[config.mk]
export PLATFORM = sky130hd
export DESIGN_NAME = top_k_nearest_max_heap
export DESIGN_NICKNAME = d
export VERILOG_FILES = /design/src/tkn_pkg.sv /design/src/top_k_nearest_max_heap.sv /design/src/tkn_ram.sv
export VERILOG_INCLUDE_DIRS = /design/src /design/src/src
export SDC_FILE = /design/constraint.sdc
export NUM_CORES = 2
export LEC_CHECK = 0
export BUFFER_PORTS_ARGS = -buffer_cell sky130_fd_sc_hd__buf_2
export CAP_MARGIN = 15
export CORE_ASPECT_RATIO = 2
export CORE_MARGIN = 10
export CORE_UTILIZATION = 47
export CTS_CLUSTER_DIAMETER = 80
export DETAILED_ROUTE_END_ITERATION = 10
export GPL_TIMING_DRIVEN = 0
export PLACE_DENSITY = 0.71
export SLEW_MARGIN = 20
export SYNTH_ARGS = -nofsm -noshare
export SYNTH_HDL_FRONTEND = slang
export SYNTH_SLANG_ARGS = --single-unit
[constraint.sdc]
create_clock -name i_clk -period 9.3 [get_ports i_clk]
set_input_delay 1.86 -clock i_clk [delete_from_list [all_inputs] [get_ports i_clk]]
set_output_delay 1.86 -clock i_clk [all_outputs]
set_load 0.005 [all_outputs]
[src/top_k_nearest_max_heap_defines.svh]
// ----------------------------------------------------------------------------
// top_k_nearest_max_heap_defines
// Assertion macros used by the top-k selector RTL.
// ----------------------------------------------------------------------------
`ifndef TOP_K_NEAREST_MAX_HEAP_DEFINES_SVH
`define TOP_K_NEAREST_MAX_HEAP_DEFINES_SVH

// Same-cycle implication, disabled while reset is low.
`define TKN_ASSERT_IMPL(name, clk, rstn, pre, post) \
    name: assert property (@(posedge clk) disable iff (!rstn) (pre) |-> (post)) \
        else $error("top-k selector: same-cycle check failed");

// Next-cycle implication, disabled while reset is low.
`define TKN_ASSERT_NEXT(name, clk, rstn, pre, post) \
    name: assert property (@(posedge clk) disable iff (!rstn) (pre) |=> (post)) \
        else $error("top-k selector: next-cycle check failed");

`endif

[src/tkn_pkg.sv]
// ----------------------------------------------------------------------------
// tkn_pkg
// Types and constants of the top-k nearest selector.
// ----------------------------------------------------------------------------
package tkn_pkg;

    // Width of the rank field on the result channel
    localparam int unsigned RANK_W = 5;

    // Request function codes
    localparam logic FUNC_OFFER = 1'b0;
    localparam logic FUNC_DRAIN = 1'b1;

    // Sequencer states
    typedef enum logic [3:0] {
        ST_IDLE,
        ST_UP,
        ST_UP_CMP,
        ST_DN_RDL,
        ST_DN_RDR,
        ST_DN_CMP,
        ST_DN_DEC,
        ST_DR_HEAD,
        ST_DR_SCAN,
        ST_DR_PUT,
        ST_DR_SWP,
        ST_DR_EMPTY
    } t_state;

endpackage

[src/top_k_nearest_max_heap.sv]
// ----------------------------------------------------------------------------
// top_k_nearest_max_heap
// Keeps the NEIGHBOR_COUNT smallest squared distances with their ids in a
// max-heap held in one RAM, and drains them in ascending order.
// ----------------------------------------------------------------------------
// Usage:
//   Request channel (i_in_valid / o_in_ready): i_func = 0 offers a candidate,
//   taken only when i_dark_matter = 1; i_func = 1 drains and clears the store.
//   Result channel (o_out_valid / i_out_ready): drains only. One result per
//   stored entry, rank 0 closest, o_last on the final one; an empty store
//   gives one result with o_empty_res = 1 and zero fields.
//   Handshake: o_in_ready is high only while the sequencer is idle, so a new
//   request is taken only once the previous one is done. All heap reads
//   go through the single RAM read port (registered read) and one shared
//   distance comparator.
//   Offer while filling: the candidate climbs from the next free slot,
//   moving each smaller parent down, until it settles or reaches the root.
//   Offer when full: a candidate closer than the root replaces it and sifts
//   down, swapping with its larger child, until it settles or hits a leaf.
//   Drain of n entries: pass i scans the n-i entries from slot i, outputs
//   the smallest, and swaps it with the entry in slot i where they differ.
//   A stalled receiver holds the result register and freezes the drain; the
//   last result may wait in it while new offers are taken.
//   Reset empties the store at once (fill count to zero, no clearing pass).
// ----------------------------------------------------------------------------
`include "top_k_nearest_max_heap_defines.svh"

module top_k_nearest_max_heap #(
    parameter int unsigned NEIGHBOR_COUNT = 32,
    parameter int unsigned ID_BITS        = 24,
    parameter int unsigned DIST_BITS      = 32
) (
    input  logic                        i_clk,
    input  logic                        i_rst_n,
    // request channel
    input  logic                        i_in_valid,
    output logic                        o_in_ready,
    input  logic                        i_func,
    input  logic [ID_BITS-1:0]          i_item_id,
    input  logic [DIST_BITS-1:0]        i_distance_sq,
    input  logic                        i_dark_matter,
    // result channel
    output logic                        o_out_valid,
    input  logic                        i_out_ready,
    output logic [ID_BITS-1:0]          o_neighbor_id,
    output logic [DIST_BITS-1:0]        o_neighbor_distance_sq,
    output logic [tkn_pkg::RANK_W-1:0]  o_rank,
    output logic                        o_empty_res,
    output logic                        o_last
);

    import tkn_pkg::*;

    localparam int unsigned IDX_W  = $clog2(NEIGHBOR_COUNT);
    localparam int unsigned CNT_W  = IDX_W + 1;
    localparam int unsigned WORD_W = ID_BITS + DIST_BITS;
    localparam logic [CNT_W-1:0] N_CNT = CNT_W'(NEIGHBOR_COUNT);

    t_state r_state, n_state;

    // control
    logic [CNT_W-1:0]     r_fill;
    logic                 r_out_valid;
    // datapath
    logic [IDX_W-1:0]     r_pos, r_i, r_min_idx, r_best_idx, r_rq;
    logic [CNT_W-1:0]     r_j;
    logic                 r_first;
    logic [ID_BITS-1:0]   r_cur_id, r_best_id, r_min_id, r_head_id;
    logic [DIST_BITS-1:0] r_cur_dist, r_best_dist, r_min_dist, r_head_dist, r_root_dist;
    logic [ID_BITS-1:0]   r_out_id;
    logic [DIST_BITS-1:0] r_out_dist;
    logic [RANK_W-1:0]    r_out_rank;
    logic                 r_out_empty, r_out_last;

    // RAM port
    logic                 ram_we;
    logic [IDX_W-1:0]     ram_waddr, ram_raddr;
    logic [WORD_W-1:0]    ram_wdata, ram_rdata;
    logic [ID_BITS-1:0]   rd_id;
    logic [DIST_BITS-1:0] rd_dist;

    // misc decode
    logic                 in_acc, out_free, out_load, full, last_pass;
    logic [IDX_W-1:0]     pos_parent;
    logic [CNT_W-1:0]     child_l, child_r;
    logic [IDX_W+RANK_W-1:0] rank_ext;
    logic [DIST_BITS-1:0] cmp_a, cmp_b;
    logic                 cmp_gt;

    tkn_ram #(
        .WIDTH (WORD_W),
        .DEPTH (NEIGHBOR_COUNT)
    ) u_heap_ram (
        .i_clk   (i_clk),
        .i_we    (ram_we),
        .i_waddr (ram_waddr),
        .i_wdata (ram_wdata),
        .i_raddr (ram_raddr),
        .o_rdata (ram_rdata)
    );

    assign rd_id   = ram_rdata[WORD_W-1:DIST_BITS];
    assign rd_dist = ram_rdata[DIST_BITS-1:0];

    assign in_acc     = i_in_valid & o_in_ready;
    assign out_free   = ~r_out_valid | i_out_ready;
    assign out_load   = ((r_state == ST_DR_PUT) || (r_state == ST_DR_EMPTY)) && out_free;
    assign full       = (r_fill == N_CNT);
    assign last_pass  = ({1'b0, r_i} == (r_fill - 1'b1));
    assign pos_parent = (r_pos - 1'b1) >> 1;
    assign child_l    = {r_pos, 1'b1};
    assign child_r    = child_l + 1'b1;
    assign rank_ext   = {{RANK_W{1'b0}}, r_i};

    // Shared distance comparator: cmp_gt = a > b
    always_comb begin
        cmp_a = '0;
        cmp_b = '0;
        unique case (r_state)
            ST_IDLE: begin
                cmp_a = r_root_dist;
                cmp_b = i_distance_sq;
            end
            ST_UP_CMP: begin
                cmp_a = r_cur_dist;
                cmp_b = rd_dist;
            end
            ST_DN_RDR, ST_DN_CMP: begin
                cmp_a = rd_dist;
                cmp_b = r_best_dist;
            end
            ST_DR_SCAN: begin
                cmp_a = r_min_dist;
                cmp_b = rd_dist;
            end
            default: begin
                cmp_a = '0;
                cmp_b = '0;
            end
        endcase
    end
    assign cmp_gt = (cmp_a > cmp_b);

    // Next state
    always_comb begin
        n_state = r_state;
        unique case (r_state)
            ST_IDLE: begin
                if (in_acc) begin
                    if (i_func == FUNC_DRAIN) begin
                        n_state = (r_fill == '0) ? ST_DR_EMPTY : ST_DR_HEAD;
                    end else if (i_dark_matter) begin
                        if (!full) begin
                            n_state = ST_UP;
                        end else if (cmp_gt) begin
                            n_state = ST_DN_RDL;
                        end
                    end
                end
            end
            ST_UP:       n_state = (r_pos == '0) ? ST_IDLE : ST_UP_CMP;
            ST_UP_CMP:   n_state = cmp_gt ? ST_UP : ST_IDLE;
            ST_DN_RDL:   n_state = (child_l < N_CNT) ? ST_DN_RDR : ST_IDLE;
            ST_DN_RDR:   n_state = (child_r < N_CNT) ? ST_DN_CMP : ST_DN_DEC;
            ST_DN_CMP:   n_state = ST_DN_DEC;
            ST_DN_DEC:   n_state = (r_best_idx == r_pos) ? ST_IDLE : ST_DN_RDL;
            ST_DR_HEAD:  n_state = ST_DR_SCAN;
            ST_DR_SCAN:  n_state = (r_j < r_fill) ? ST_DR_SCAN : ST_DR_PUT;
            ST_DR_PUT: begin
                if (out_free) begin
                    if (r_min_idx != r_i) begin
                        n_state = ST_DR_SWP;
                    end else begin
                        n_state = last_pass ? ST_IDLE : ST_DR_HEAD;
                    end
                end
            end
            ST_DR_SWP:   n_state = last_pass ? ST_IDLE : ST_DR_HEAD;
            ST_DR_EMPTY: n_state = out_free ? ST_IDLE : ST_DR_EMPTY;
            default:     n_state = ST_IDLE;
        endcase
    end

    // Outputs of the sequencer: RAM controls and request ready
    always_comb begin
        o_in_ready = 1'b0;
        ram_we     = 1'b0;
        ram_waddr  = r_pos;
        ram_wdata  = {r_cur_id, r_cur_dist};
        ram_raddr  = r_pos;
        unique case (r_state)
            ST_IDLE: o_in_ready = 1'b1;
            ST_UP: begin
                if (r_pos == '0) begin
                    ram_we = 1'b1;
                end else begin
                    ram_raddr = pos_parent;
                end
            end
            ST_UP_CMP: begin
                // parent moves down into the hole, or the candidate settles
                ram_we = 1'b1;
                if (cmp_gt) begin
                    ram_wdata = ram_rdata;
                end
            end
            ST_DN_RDL: begin
                if (child_l < N_CNT) begin
                    ram_raddr = child_l[IDX_W-1:0];
                end else begin
                    ram_we = 1'b1;
                end
            end
            ST_DN_RDR: ram_raddr = child_r[IDX_W-1:0];
            ST_DN_CMP: ram_raddr = r_pos;
            ST_DN_DEC: begin
                ram_we = 1'b1;
                if (r_best_idx != r_pos) begin
                    ram_wdata = {r_best_id, r_best_dist};
                end
            end
            ST_DR_HEAD: ram_raddr = r_i;
            ST_DR_SCAN: ram_raddr = r_j[IDX_W-1:0];
            ST_DR_PUT: begin
                ram_we    = out_free;
                ram_waddr = r_i;
                ram_wdata = {r_min_id, r_min_dist};
            end
            ST_DR_SWP: begin
                ram_we    = 1'b1;
                ram_waddr = r_min_idx;
                ram_wdata = {r_head_id, r_head_dist};
            end
            ST_DR_EMPTY: ram_we = 1'b0;
            default: ram_we = 1'b0;
        endcase
    end

    // Control registers
    always_ff @(posedge i_clk) begin
        if (!i_rst_n) begin
            r_state     <= ST_IDLE;
            r_fill      <= '0;
            r_out_valid <= 1'b0;
        end else begin
            r_state <= n_state;
            if (r_state == ST_IDLE && in_acc && i_func == FUNC_OFFER && i_dark_matter
                    && !full) begin
                r_fill <= r_fill + 1'b1;
            end else if ((r_state == ST_DR_PUT || r_state == ST_DR_SWP)
                    && n_state == ST_IDLE) begin
                r_fill <= '0;
            end
            if (out_load) begin
                r_out_valid <= 1'b1;
            end else if (i_out_ready) begin
                r_out_valid <= 1'b0;
            end
        end
    end

    // Datapath registers
    always_ff @(posedge i_clk) begin
        // heap root tracks every write to slot zero
        if (ram_we && ram_waddr == '0) begin
            r_root_dist <= ram_wdata[DIST_BITS-1:0];
        end

        case (r_state)
            ST_IDLE: begin
                r_cur_id   <= i_item_id;
                r_cur_dist <= i_distance_sq;
                r_pos      <= full ? '0 : r_fill[IDX_W-1:0];
                r_i        <= '0;
            end
            ST_UP_CMP: begin
                if (cmp_gt) begin
                    r_pos <= pos_parent;
                end
            end
            ST_DN_RDL: begin
                r_best_id   <= r_cur_id;
                r_best_dist <= r_cur_dist;
                r_best_idx  <= r_pos;
            end
            ST_DN_RDR: begin
                if (cmp_gt) begin
                    r_best_id   <= rd_id;
                    r_best_dist <= rd_dist;
                    r_best_idx  <= child_l[IDX_W-1:0];
                end
            end
            ST_DN_CMP: begin
                if (cmp_gt) begin
                    r_best_id   <= rd_id;
                    r_best_dist <= rd_dist;
                    r_best_idx  <= child_r[IDX_W-1:0];
                end
            end
            ST_DN_DEC: r_pos <= r_best_idx;
            ST_DR_HEAD: begin
                r_rq    <= r_i;
                r_j     <= {1'b0, r_i} + 1'b1;
                r_first <= 1'b1;
            end
            ST_DR_SCAN: begin
                // running minimum, earliest slot wins ties
                r_first <= 1'b0;
                if (r_first) begin
                    r_min_id    <= rd_id;
                    r_min_dist  <= rd_dist;
                    r_min_idx   <= r_rq;
                    r_head_id   <= rd_id;
                    r_head_dist <= rd_dist;
                end else if (cmp_gt) begin
                    r_min_id   <= rd_id;
                    r_min_dist <= rd_dist;
                    r_min_idx  <= r_rq;
                end
                if (r_j < r_fill) begin
                    r_rq <= r_j[IDX_W-1:0];
                    r_j  <= r_j + 1'b1;
                end
            end
            ST_DR_PUT, ST_DR_SWP: begin
                if (n_state == ST_DR_HEAD) begin
                    r_i <= r_i + 1'b1;
                end
            end
            default: begin
            end
        endcase

        // Result register
        if (out_load) begin
            if (r_state == ST_DR_PUT) begin
                r_out_id    <= r_min_id;
                r_out_dist  <= r_min_dist;
                r_out_rank  <= rank_ext[RANK_W-1:0];
                r_out_empty <= 1'b0;
                r_out_last  <= last_pass;
            end else begin
                r_out_id    <= '0;
                r_out_dist  <= '0;
                r_out_rank  <= '0;
                r_out_empty <= 1'b1;
                r_out_last  <= 1'b1;
            end
        end
    end

    assign o_out_valid            = r_out_valid;
    assign o_neighbor_id          = r_out_id;
    assign o_neighbor_distance_sq = r_out_dist;
    assign o_rank                 = r_out_rank;
    assign o_empty_res            = r_out_empty;
    assign o_last                 = r_out_last;

    // Checks
    `TKN_ASSERT_IMPL(a_fill_bound, i_clk, i_rst_n, 1'b1, r_fill <= N_CNT)
    `TKN_ASSERT_IMPL(a_write_in_fill, i_clk, i_rst_n, ram_we, {1'b0, ram_waddr} < r_fill)
    `TKN_ASSERT_IMPL(a_empty_only_when_empty, i_clk, i_rst_n, r_state == ST_DR_EMPTY, r_fill == '0)
    `TKN_ASSERT_NEXT(a_drain_starts_scan, i_clk, i_rst_n, in_acc && i_func == FUNC_DRAIN && r_fill != '0, r_state == ST_DR_HEAD)

endmodule

[src/tkn_ram.sv]
// ----------------------------------------------------------------------------
// tkn_ram
// Generic simple dual-port RAM: one write port, one read port, registered read.
// ----------------------------------------------------------------------------
module tkn_ram #(
    parameter int unsigned WIDTH = 56,
    parameter int unsigned DEPTH = 32
) (
    input  logic                     i_clk,
    input  logic                     i_we,
    input  logic [$clog2(DEPTH)-1:0] i_waddr,
    input  logic [WIDTH-1:0]         i_wdata,
    input  logic [$clog2(DEPTH)-1:0] i_raddr,
    output logic [WIDTH-1:0]         o_rdata
);

    logic [WIDTH-1:0] r_mem [DEPTH];
    logic [WIDTH-1:0] r_rdata;

    // Write port and registered read port
    always_ff @(posedge i_clk) begin
        if (i_we) begin
            r_mem[i_waddr] <= i_wdata;
        end
        r_rdata <= r_mem[i_raddr];
    end

    assign o_rdata = r_rdata;

endmodule
==> impl_metrics.py <==
metrics = {
    "die": {
        "ios": 127,
        "die_area_um2": 210000,
        "core-area_um2": 191000,
        "dieWidth_um": 329,
        "die_y_um": 638,
        "rows": 227,
        "start_util": 0.471,
    },
    "grt": {
        "grt_max_degree": 41,
        "antenna_found_initial": 44,
        "grt_overflow_total": 0,
        "grt_use_total": 0.300,
        "grt_pass1_wl_um": 450000,
        "grt_pass1_vias": 62000,
    },
    "yosys": {
        "yosysWarnings": 0,
        "async_flop_share": 0,
        "synth_top_cell_area_share": 0.716,
        "synth_top_area_cell": "edfxtp_1",
        "syn_area_per_cell_um2": 14.4,
        "synth_most_common_cell": "edfxtp_1",
        "syn_nets": 6328,
        "synth-main-ff-cell": "edfxtp_1",
        "syn_inst": 6222,
        "synth.top_cells.by_count": "edfxtp_1 (2,143), a211oi_1 (798), and3_1 (725)",
        "synth-seq-cells": 2210,
        "synth_edf_count": 2143,
        "ys_seq_area_frac": 0.731,
        "ys_types": 86,
        "ys_top_cells_by_area": "edfxtp_1 (72%), a211oi_1 (6.7%), and3_1 (5.0%), nand2_1 (2.7%), dfxtp_1 (1.5%)",
        "syn_area_um2": 89900,
    },
    "layout": {
        "fill_cells": 15100,
        "drive_gt1_frac": 0.127,
        "final_nets": 6766,
        "utilization": 0.540,
        "area_growth_syn_to_layout_pct": 14.6,
    },
    "setup_path": {
        "cp_max_fo": 17,
        "timing.rr.end": "r_min_id[4]",
        "crit_family": "buffers and inverters",
        "rr_startpoint": "r_state[2]",
        "critPathMaxStageDelay_ns": 0.85,
        "crit_required_ns": 9.84,
        "ff2ff_setup_slack_ns": 0.44,
        "critPathArrivalTime_ns": 9.41,
        "path_class": "reg -> reg",
        "critical_path_depth": 22,
        "r2r.worst_path.cells": 22,
        "crit_start": "r_state[2]",
        "critPathSlowestCell": "buf_1",
        "worst-path-buf-inv": 10,
        "path_cells": "buf_2 > buf_6 > buf_4 > clkbuf_1 > nand2_1 > nor2_1 > clkbuf_1 > buf_1 > nand2_1 > nand3_1 > ha_1 > and4_1 > nand2_1 > or2_2 > or3_1 > o22ai_1 > clkbuf_1 > buf_1 > nor2_1 > nor2_4 > buf_12 > buf_16",
        "worst_setup_path_end_kind": "flip-flop",
        "crit_path_start_kind": "flip-flop",
        "worstSetupEndpoint": "r_min_id[4]",
    },
    "timing": {
        "tightestPinTransition_ns": 1.26,
        "period_needed_ns": 8.86,
        "rsz0062_at_grt": "no",
        "slew_headroom": 0.154,
        "hold_viol_final": 0,
        "final.setup.worst_slack_ns": 0.435,
        "clock_skew_ns": 0.0607,
        "finalCritPeriodShare": 0.953,
        "setup_violations": 0,
        "drv_slew": 0,
        "max_freq_mhz": 113,
    },
    "clock_network": {
        "cts.clk_slew.worst_paths_ns": 0.07,
        "cts.path.max_buffers": 4,
        "cts_tree": "yes",
        "cts-resized-gates": 0,
        "clockRootBuffer": "clkbuf_16",
        "clk-insertion-delay-late_ns": 0.85,
        "cts_buffers": 181,
        "cts_sinks": 2210,
        "postCtsHoldBufs": 0,
        "post-cts-setup-buffers": 0,
        "htreeDepth": 4,
    },
    "placement": {
        "place_ws_ns": 0.810,
        "place.gp.congestion": 0.952,
        "portBuffers": 126,
        "hpwl_um": 230000,
    },
    "drt": {
        "wire_per_inst_um": 34.7,
        "drc": 1,
        "viasPerCell": 6.72,
        "ant_nets": 0,
        "drt_iter0_drc": 8905,
        "num_vias": 63100,
        "dr.pass1.iters": 10,
        "wl_um": 326000,
    },
    "hold_path": {
        "hp-class": "reg -> reg",
    },
    "run_status": {
        "failed_checks": "DRC",
        "status": "complete, but fails checks",
    },
    "flow_run": {
        "maxCapViolations": 0,
    },
}
sequential cells by signal, indices dropped and copies added, names as in the netlist, 32 cells and up:
register and flops:
o_neighbor_distance_sq 32, r_root_dist 32, r_cur_dist 32, r_head_dist 32
r_best_dist 32, u_heap_ram.o_rdata 56, r_min_dist 32, u_heap_ram.r_mem 1792
worst min path at each step:
stage | startpoint | endpoint | slack (ns) | cells past startpoint
detailed placement | r_rq[2] | r_min_idx[2] | 0.41 | 0
global route | r_rq[0] | r_min_idx[0] | 0.43 | 0
floorplan | r_rq[0] | r_min_idx[0] | 0.40 | 0
CTS | r_rq[3] | r_min_idx[3] | 0.41 | 0
global placement | r_rq[2] | r_min_idx[2] | 0.40 | 0
finish | r_rq[3] | r_min_idx[3] | 0.42 | 0
final cells by class:
cell class | instances | area (um^2) | area share
buffer | 534 | 2320 | 0.0225
multi-input combinational | 3435 | 22200 | 0.216
clock inverter | 112 | 1170 | 0.0113
clock buffer | 213 | 4820 | 0.0467
timing repair buffer | 255 | 3340 | 0.0324
inverter | 43 | 161 | 0.00157
sequential | 2210 | 65700 | 0.637
tap | 2519 | 3150 | 0.0306
antenna | 74 | 185 | 0.00180
layout by cell type, fill, tap and decap left out, types with 33 or more instances in the layout:
master        n
a211oi_1    797
a21oi_1      57
a221o_1      37
a22oi_1      37
a311oi_1    113
a31oi_1     113
and3_1      725
buf_1        37
buf_12       83
buf_16       33
buf_2       274
clkbuf_1    331
clkbuf_16   186
clkinv_2     34
dfxtp_1      67
diode_2      74
edfxtp_1   2143
ha_1         44
inv_1        42
mux2i_1      33
nand2_1     655
nand3_1      51
nand4_1      61
nor2_1       37
nor2_4       35
nor3_1       48
o21ai_0     229
o21ai_1      56
per-stage QoR:
stage	TNS (ns)	area (um^2)	instances	hold slack, ns
floorplan	0	89900	6222	0.400
global placement	-4118.13	93700	8867	0.403
detailed placement	0	96900	8996	0.405
CTS	0	103000	9321	0.413
global route	0	103000	9369	0.429
finish	0	103000	9395	0.420
metal layers:
| metal | up-vias | part of all wire | GRT usage | wire length, um |
|---|---|---|---|---|
| met5 | - | 0.00023 | 0 | 75 |
| met4 | 10 | 0.12 | 0.295 | 38000 |
| met2 | 4842 | 0.50 | 0.511 | 162000 |
| met3 | 1507 | 0.090 | 0.0514 | 29500 |
| li1 | 25700 | - | - | - |
| met1 | 31000 | 0.29 | 0.305 | 96100 |
logic make-up (layout without fill, tap and decap cells):
| kind of cell | after synthesis | count (layout) | share of synthesized area |
|---|---|---|---|
| muxes | 34 | 34 | 0.00380 |
| DFF | 2210 | 2210 | 0.731 |
| AOI/OAI and AO/OA | 1631 | 1631 | 0.131 |
| other | 0 | 74 | 0 |
| adders and majority gates | 44 | 44 | 0.00612 |
| xor gates and xnor gates | 32 | 32 | 0.00312 |
| buffers and inverters | 577 | 1157 | 0.0273 |
| and+or+nand+nor | 1694 | 1694 | 0.0974 |
Power is not shown: default switching activity piles up to over one toggle a cycle in this logic, so the estimate is an artifact.
